File: src/rtl/pdfa_pkg.sv
// ----------------------------------------------------------------------------
// pdfa_pkg
// Shared types, constants and tables of the path discount factor accumulator.
// ----------------------------------------------------------------------------
package pdfa_pkg;

	// default number of terms with a running sum
	localparam int MAX_TERMS_DEF = 64;

	localparam logic [31:0] ONE_Q30  = 32'h4000_0000;
	localparam logic [31:0] U32_MAX  = 32'hFFFF_FFFF;
	localparam logic [47:0] SUM_MAX  = 48'hFFFF_FFFF_FFFF;
	localparam logic [34:0] LN2_Q30  = 35'd744261118;

	// exponent magnitude limits: at or above 2*ln2 a positive exponent saturates,
	// above 31*ln2 a negative exponent underflows to zero
	localparam logic [41:0] A_SAT_LIM  = 42'd1488522236;
	localparam logic [41:0] A_ZERO_LIM = 42'd23072094658;

	localparam logic [3:0] TAYLOR_LAST = 4'd12;

	// divider dividend width: 48-bit sum plus rounding half
	localparam int DIV_W = 49;

	typedef struct packed {
		logic signed [31:0] rate;
		logic [31:0]        term_time;
		logic [5:0]         term_index;
		logic               final_path;
	} in_word_t;

	typedef struct packed {
		logic [31:0] discount;
		logic [5:0]  term_echo;
		logic        price_valid;
		logic [31:0] zero_price;
	} out_word_t;

	// request to the exponential unit
	typedef struct packed {
		logic        start;
		logic        pos;    // exponent is +mag when set, -mag otherwise
		logic [41:0] mag;    // exponent magnitude, Q.30
	} exp_req_t;

	typedef enum logic [2:0] {
		EX_IDLE,
		EX_RED,
		EX_SETUP,
		EX_MUL,
		EX_REC,
		EX_ACC,
		EX_FIN
	} exp_state_t;

	typedef enum logic [3:0] {
		ST_CLEAR,
		ST_IDLE,
		ST_MAG0,
		ST_MAG1,
		ST_MAG2,
		ST_MAG3,
		ST_EXPS,
		ST_EXPW,
		ST_DF0,
		ST_DF1,
		ST_SUM,
		ST_DIV,
		ST_OUT
	} core_state_t;

	// reciprocal multiplier for exact floor(v / i), v < 2^30:
	// m = ceil(2^(30+l) / i), l = ceil(log2 i)
	function automatic logic [30:0] recip_mult(input logic [3:0] i);
		logic [30:0] m;
		case (i)
			4'd3:    m = 31'd1431655766;
			4'd5:    m = 31'd1717986919;
			4'd6:    m = 31'd1431655766;
			4'd7:    m = 31'd1227133514;
			4'd9:    m = 31'd1908874354;
			4'd10:   m = 31'd1717986919;
			4'd11:   m = 31'd1561806290;
			4'd12:   m = 31'd1431655766;
			default: m = 31'h4000_0000;
		endcase
		return m;
	endfunction

	// matching right shift, 30 + l
	function automatic logic [5:0] recip_shift(input logic [3:0] i);
		logic [5:0] s;
		case (i)
			4'd2:                          s = 6'd31;
			4'd3, 4'd4:                    s = 6'd32;
			4'd5, 4'd6, 4'd7, 4'd8:        s = 6'd33;
			4'd9, 4'd10, 4'd11, 4'd12:     s = 6'd34;
			default:                       s = 6'd30;
		endcase
		return s;
	endfunction

endpackage

File: src/rtl/pdfa_div.sv
// ----------------------------------------------------------------------------
// pdfa_div
// Restoring divider, one quotient bit per cycle, quotient saturated to 32 bits.
// ----------------------------------------------------------------------------
module pdfa_div (
	input  logic                      clk,
	input  logic                      arst_n,
	input  logic                      start,
	input  logic [pdfa_pkg::DIV_W-1:0] dividend,
	input  logic [15:0]               divisor,
	output logic                      done,
	output logic [31:0]               quotient
);
	import pdfa_pkg::*;

	localparam int CNT_W = $clog2(DIV_W);

	logic             busy_q;
	logic             done_q;
	logic [CNT_W-1:0] cnt_q;
	logic [15:0]      rem_q;
	logic [15:0]      dvs_q;
	logic [DIV_W-1:0] quo_q;
	logic [31:0]      res_q;

	logic [16:0]      shifted;
	logic             take;
	logic [DIV_W-1:0] quo_next;

	// one restoring step
	always_comb begin
		shifted  = {rem_q, quo_q[DIV_W-1]};
		take     = (shifted >= {1'b0, dvs_q});
		quo_next = {quo_q[DIV_W-2:0], take};
	end

	// control
	always_ff @(posedge clk or negedge arst_n) begin
		if (!arst_n) begin
			busy_q <= 1'b0;
			done_q <= 1'b0;
			cnt_q  <= '0;
		end else begin
			done_q <= busy_q && (cnt_q == '0);
			if (start) begin
				busy_q <= 1'b1;
				cnt_q  <= CNT_W'(DIV_W - 1);
			end else if (busy_q) begin
				if (cnt_q == '0) busy_q <= 1'b0;
				cnt_q <= cnt_q - 1'b1;
			end
		end
	end

	// datapath
	always_ff @(posedge clk) begin
		if (start) begin
			rem_q <= '0;
			dvs_q <= divisor;
			quo_q <= dividend;
		end else if (busy_q) begin
			rem_q <= take ? 16'(shifted - {1'b0, dvs_q}) : shifted[15:0];
			quo_q <= quo_next;
			if (cnt_q == '0) begin
				res_q <= (quo_next[DIV_W-1:32] != '0) ? U32_MAX : quo_next[31:0];
			end
		end
	end

	assign done     = done_q;
	assign quotient = res_q;

	// a finished division is always preceded by a busy cycle
	a_done_after_busy: assert property (@(posedge clk) disable iff (!arst_n)
		done_q |-> $past(busy_q))
		else $error("divider done without a running division");

	a_no_restart: assert property (@(posedge clk) disable iff (!arst_n)
		busy_q && cnt_q != '0 |-> !start)
		else $error("divider restarted while busy");

	a_rem_below_divisor: assert property (@(posedge clk) disable iff (!arst_n)
		busy_q && !$past(start) |-> rem_q < dvs_q)
		else $error("divider remainder out of range");

endmodule

File: config.mk
export PLATFORM = sky130hd
export DESIGN_NAME = pdfa_div
export DESIGN_NICKNAME = d
export VERILOG_FILES = /design/src/rtl/pdfa_pkg.sv /design/src/rtl/pdfa_div.sv
export SDC_FILE = /design/constraint.sdc
export NUM_CORES = 1
export LEC_CHECK = 0
export ABC_AREA = 1
export ABC_CLOCK_PERIOD_IN_PS = 8600
export BUFFER_PORTS_ARGS = -buffer_cell sky130_fd_sc_hd__clkbuf_2
export CAP_MARGIN = 20
export CELL_PAD_IN_SITES_DETAIL_PLACEMENT = 2
export CELL_PAD_IN_SITES_GLOBAL_PLACEMENT = 2
export CORE_MARGIN = 3
export CORE_UTILIZATION = 38
export CTS_BUF_LIST = sky130_fd_sc_hd__clkbuf_8
export CTS_CLUSTER_DIAMETER = 100
export CTS_CLUSTER_SIZE = 28
export DETAILED_ROUTE_END_ITERATION = 12
export PLACE_DENSITY_LB_ADDON = 0.1
export SLEW_MARGIN = 15
export SYNTH_ARGS = -nofsm -noshare
export SYNTH_HDL_FRONTEND = slang
export SYNTH_SLANG_ARGS = --single-unit
File: constraint.sdc
create_clock -name clk -period 8.6 [get_ports clk]
set_input_delay 1.72 -clock clk [delete_from_list [all_inputs] [get_ports clk]]
set_output_delay 1.72 -clock clk [all_outputs]
set_load 0.1 [all_outputs]
==> impl_metrics.tcl, run 1 <==
set metrics [dict create \
    final_cell_area_um2 7100 \
    status "completed" \
    synth.yosys.warnings 0 \
    hold_buffers 0 \
    layout-drive-gt1-share 0.198 \
    synth_edf_count 97 \
    max_cap_viol_count 0 \
    synth_top_area_share 0.488 \
    max_freq_ghz 0.276 \
    ios 101 \
    cts.sinks 121 \
    wl_per_cell_um 18.7 \
    synth.distinct_cells 33 \
    finalHoldViolCount 0 \
    antenna_found_initial 0 \
    synth_seq_area_share 0.575 \
    antenna_cells 0 \
    dr_total_vias 4893 \
    core_area_um2 15300 \
    grt_overflow 0 \
    worst_ep_arrival_time_ns 3.70 \
    worstPathMaxFanout 32 \
    synth_area_leaders "edfxtp_1 49%, nand2_1 14%, inv_1 7.2%, dfxtp_1 5.4%, o21ai_0 4.3%" \
    drcViolationCount 0 \
    final_cell_mix "223 x nand2_1, 115 x inv_1, 99 x clkbuf_2" \
    firstDrtPassIters 4 \
    die_x_um 131 \
    design.die.area_um2 17300 \
    slew_headroom 0.311 \
    placedInstanceArea_um2 6670 \
    grt_pass1_wl_um 29900 \
    num_rows 45 \
    fin_crit_sh 0.422 \
    cts_resized 0 \
    mostFrequentLayoutCell "nand2_1" \
    critPathCaptureType "flip-flop" \
    required_ns 8.67 \
    first_global_vias 5509 \
    whs_ns 0.504 \
    viasPerCell 4.94 \
    antenna_left 0 \
    die_y_um 131 \
    final.setup.tns_ns 0 \
    clockBufferDepth 2 \
    hpwl_um 12800 \
    timing.final.max_slew_violations 0 \
    min_path_type "flip-flop to flip-flop" \
    drt_iter0_drc 174 \
    p_leak_nw 3.35 \
    cpPeakStageDelay_ns 0.85 \
    synth_cells 664 \
    period_minus_slack_ns 3.63 \
    syn_avg_cell_area_um2 9.00 \
    grt_util_met1 0.249 \
    wirelength_um 18500 \
    busiest_layer "met2" \
    syn_nets 751 \
    gp_congestion 0.802 \
    setup_violations 0 \
    syn-cell-area_um2 5970 \
    worst_slew_pin_slew_ns 1.03 \
    dp_cells 958 \
    final_cells 990 \
    yosysTopAreaCell "edfxtp_1" \
    htree_levels 4 \
    port_buffers 100 \
    path_clk_slew_ns 0.08 \
    ir_worst_vdd_v 0.000150 \
    start_util 0.390 \
    post_cts_buffers 0 \
    use_met3 0.0555 \
    rsz0062_at_grt "no" \
    grt_max_degree 84 \
    finClkSkew_ns 0.0141 \
    cts_buffers 17 \
    async_reset_ff_frac 0.0661 \
    utilization 0.463 \
    layout.nets 853 \
    insertion_delay_ns 0.45 \
    grtUsageMet2 0.412 \
    critPathLaunchType "input pin" \
    syn2layout_area_growth_pct 18.8 \
    grtUsageTotal 0.221 \
    synth_top_flop_cell "edfxtp_1" \
    ys_ff_latch 121 \
    p_per_area_nw_per_um2 257 \
    cts_tree "done" \
    cts-root-buf "clkbuf_8" \
    criticalPathCategory "input pin to flip-flop" \
    critical_path.slowest_cell "nor2_4" \
    cp_cell_sequence "buf_4, nor2_2, inv_1, nor2_4" \
]
## power breakdown
group	switching [mW]	internal, mW
Clock	0.270	0.293
Combinational	0.350	0.175
Sequential	0.0413	0.695
Total	0.661	1.16
## cell usage after synthesis, types with 2 or more instances
| library cell | number |
|---|---|
| a21oi_1 | 11 |
| buf_1 | 3 |
| buf_2 | 6 |
| clkbuf_1 | 9 |
| dfrtp_1 | 8 |
| dfxtp_1 | 16 |
| edfxtp_1 | 97 |
| ha_1 | 18 |
| inv_1 | 115 |
| inv_2 | 2 |
| nand2_1 | 223 |
| nand2_4 | 2 |
| nand3_1 | 36 |
| nand3_2 | 4 |
| nand3b_1 | 8 |
| nand4_1 | 6 |
| nor2_1 | 18 |
| nor2_2 | 4 |
| nor3_1 | 4 |
| nor4_1 | 3 |
| o21ai_0 | 51 |
| o21ai_2 | 4 |
| o21bai_1 | 2 |
| xnor2_1 | 5 |
## area by class of cell
class	count	area, µm²
Clock inverter	15	190
Fill cell	1705	8220
Timing Repair Buffer	103	526
Clock buffer	17	234
Tap cell	211	264
Sequential cell	121	3430
Inverter	117	439
Multi-Input combinational cell	406	2010
## path summary, 6_finish.rpt
check,slack [ns],start,cells past startpoint,to
setup / recovery,4.97,start,4,quotient[4]
hold / removal,0.50,rem_q[11],2,rem_q[11]
setup reg to reg,6.06,busy_q,4,quotient[4]
hold reg to reg,0.50,rem_q[11],2,rem_q[11]
max in group asynchronous,7.28,arst_n,1,cnt_q[2]
min in group asynchronous,1.12,arst_n,1,cnt_q[3]
## through the flow
stage | total power, mW | setup WS (ns)
2_1_floorplan | 1.11 | 4.34
3_3_place_gp | 1.23 | 4.57
3_5_place_dp | 1.26 | 4.49
4_1_cts | 1.84 | 4.93
5_1_grt | 1.94 | 4.75
6_report | 1.82 | 4.97
## logic make-up after synthesis
family                     count (synthesis)  share of synthesized area
buffers and inverters                    137                     0.0899
adders and majority gates                 19                     0.0411
and+or+nand+nor                          312                      0.224
xor gates and xnor gates                   6                    0.00880
AOI/OAI and AO/OA                         69                     0.0614
DFF                                      121                      0.575
## worst max-delay path: cells and delay by family
kind	cells	cell delay [ns]
buffers and inverters	2	0.44
AND/OR/NAND/NOR	2	1.50
## flip-flops by register name, summed over array words and instances (netlist names)
| signal | flops |
|---|---|
| done | 1 |
| dvs_q | 16 |
| rem_q | 16 |
| quo_q | 49 |
| busy_q | 1 |
| quotient | 32 |
| cnt_q | 6 |
## per-layer routing
metal	share of wire	vias up
li1	-	2336
met1	0.41	2443
met2	0.54	87
met3	0.040	27
met4	0.017	0
met5	0	-
No activity file was read; power rests on OpenSTA's default activity.
==> run 2: changes to the inputs <==
--- a/config.mk
+++ b/config.mk
@@ -6,13 +6,13 @@
 export NUM_CORES = 1
 export LEC_CHECK = 0
 export ABC_AREA = 1
-export ABC_CLOCK_PERIOD_IN_PS = 8600
+export ABC_CLOCK_PERIOD_IN_PS = 3490
 export BUFFER_PORTS_ARGS = -buffer_cell sky130_fd_sc_hd__clkbuf_2
 export CAP_MARGIN = 20
 export CELL_PAD_IN_SITES_DETAIL_PLACEMENT = 2
 export CELL_PAD_IN_SITES_GLOBAL_PLACEMENT = 2
 export CORE_MARGIN = 3
-export CORE_UTILIZATION = 38
+export CORE_UTILIZATION = 35
 export CTS_BUF_LIST = sky130_fd_sc_hd__clkbuf_8
 export CTS_CLUSTER_DIAMETER = 100
 export CTS_CLUSTER_SIZE = 28
==> constraint.sdc (replaced) <==
create_clock -name clk -period 3.49 [get_ports clk]
set_input_delay 0.698 -clock clk [delete_from_list [all_inputs] [get_ports clk]]
set_output_delay 0.698 -clock clk [all_outputs]
set_load 0.1 [all_outputs]
==> run 2 against run 1 <==
Compared with the run above: clock skew decreased by 0.0062 ns; sequential power rose by 150%; combinational power grew 140%; sequential share of layout area rose by 0.38 points; flip-flop and latch count unchanged; final area fell by 0.78%; non-clock buffer count grew 1; critical path type is now flip-flop to flip-flop.
==> impl_metrics.tcl, run 2 (synthesis results as in run 1) <==
set metrics [dict create \
    r2r_start "dvs_q[12]" \
    final.setup.tns_ns 0 \
    grt_overflow 0 \
    timing.final.max_slew_violations 0 \
    first_global_vias 5315 \
    rsz0062_at_grt "no" \
    wl_per_cell_um 16.7 \
    start_util 0.359 \
    required_ns 3.66 \
    largest_register "quo_q" \
    fillers 1867 \
    finClkSkew_ns 0.00793 \
    pwr-share-comb 0.299 \
    mostFrequentLayoutCell "nand2_1" \
    hold_buffers 0 \
    fin_crit_sh 0.661 \
    drt_iter0_drc 167 \
    grt_pass1_wl_um 27300 \
    period_minus_slack_ns 2.31 \
    worst_slew_pin_slew_ns 0.964 \
    gp_congestion 0.813 \
    clkPwrFrac 0.270 \
    dr_total_vias 4736 \
    largest_reg_flops 49 \
    clockBufferDepth 2 \
    worstSetupStartpoint "dvs_q[12]" \
    worstPathMaxFanout 17 \
    cts.sinks 121 \
    min_path_type "input pin to async pin" \
    worst_ep_arrival_time_ns 2.48 \
    antenna_left 0 \
    critPathLaunchType "flip-flop" \
    p_leak_nw 3.33 \
    ir_worst_vdd_v 0.000209 \
    max_freq_ghz 0.433 \
    cts_tree "done" \
    criticalPathCategory "flip-flop to flip-flop" \
    cts-root-buf "clkbuf_8" \
    drcViolationCount 0 \
    viasPerCell 4.74 \
    setup_violations 0 \
    p_sw_mw 1.47 \
    port_buffers 100 \
    cts_buffers 17 \
    dp_cells 968 \
    critPathCaptureType "flip-flop" \
    final_cells 1000 \
    max_cap_viol_count 0 \
    status "completed" \
    final_cell_mix "223 x nand2_1, 118 x inv_1, 99 x clkbuf_2" \
    grt_max_degree 93 \
    firstDrtPassIters 4 \
    finalHoldViolCount 0 \
    p_sw_frac 0.350 \
    p_per_area_nw_per_um2 596 \
    die_y_um 137 \
    num_rows 47 \
    post_cts_buffers 0 \
    layout-drive-gt1-share 0.194 \
    core_area_um2 16600 \
    slew_headroom 0.356 \
    design.die.area_um2 18700 \
    die_x_um 137 \
    path_clk_slew_ns 0.07 \
    antenna_found_initial 1 \
    htree_levels 4 \
    internal-power_mw 2.72 \
    grtUsageTotal 0.190 \
    seqPwrFrac 0.431 \
    antenna_cells 0 \
    ios 101 \
    insertion_delay_ns 0.44 \
    syn2layout_area_growth_pct 17.9 \
    hpwl_um 12500 \
    wirelength_um 16700 \
    layout.nets 854 \
    cts_resized 0 \
]
[run 2: path summary, 6_finish.rpt]
check / slack, ns / to / cells past startpoint
min in group clk: 0.43 / dvs_q[7] / 1
max: 1.18 / quotient[0] / 8
max reg2reg: 1.18 / quotient[0] / 8
min reg2reg: 0.49 / rem_q[15] / 2
min: 0.10 / done / 1
max in group asynchronous: 3.19 / cnt_q[0] / 1
[run 2: metal layers]
metal / wire, µm / global-route usage / part of all wire
met2: 8500 / 0.333 / 0.51
met5: 8 / 0 / 0.00048
met4: 304 / 0.0733 / 0.018
met3: 889 / 0.0526 / 0.053
met1: 6980 / 0.221 / 0.42
[run 2: cell type report]
type	count	area, µm²	area share
Clock buffer	19	262	0.0371
Clock inverter	13	88.8	0.0126
Inverter	117	439	0.0624
Multi-Input combinational cell	406	2010	0.286
Sequential cell	121	3430	0.488
Tap cell	220	275	0.0391
Timing Repair Buffer	104	533	0.0757
[run 2: power groups by stage]
stage | clock [mW] | sequential, mW | combinational [mW]
finish | 1.13 | 1.81 | 1.25
global route | 1.23 | 1.83 | 1.46
CTS | 1.17 | 1.81 | 1.28
detailed placement | 0 | 1.84 | 1.26
global placement | 0 | 1.83 | 1.20
floorplan | 0 | 1.80 | 0.929
[run 2: critical path: stages (launching register included)]
cell and delay (ns):
edfxtp_1 0.32, inv_1 0.04, ha_1 0.34, a21oi_1 0.30, a21oi_1 0.16, nor2_4 0.42, nand2_4 0.25, inv_2 0.14
nand2_1 0.07
[run 2: metrics by stage]
stage          setup slack, ns  area (µm²)  power [mW]  hold WS (ns)   util
2_1_floorplan            0.247        5970        2.73         0.402      -
3_3_place_gp             0.969        6690        3.03         0.454  0.402
3_5_place_dp             0.816        6690        3.10         0.469  0.402
4_1_cts                   1.13        7040        4.26        0.0802  0.423
5_1_grt                  0.991        7040        4.51        0.0866  0.423
6_report                  1.18        7040        4.19         0.104  0.423
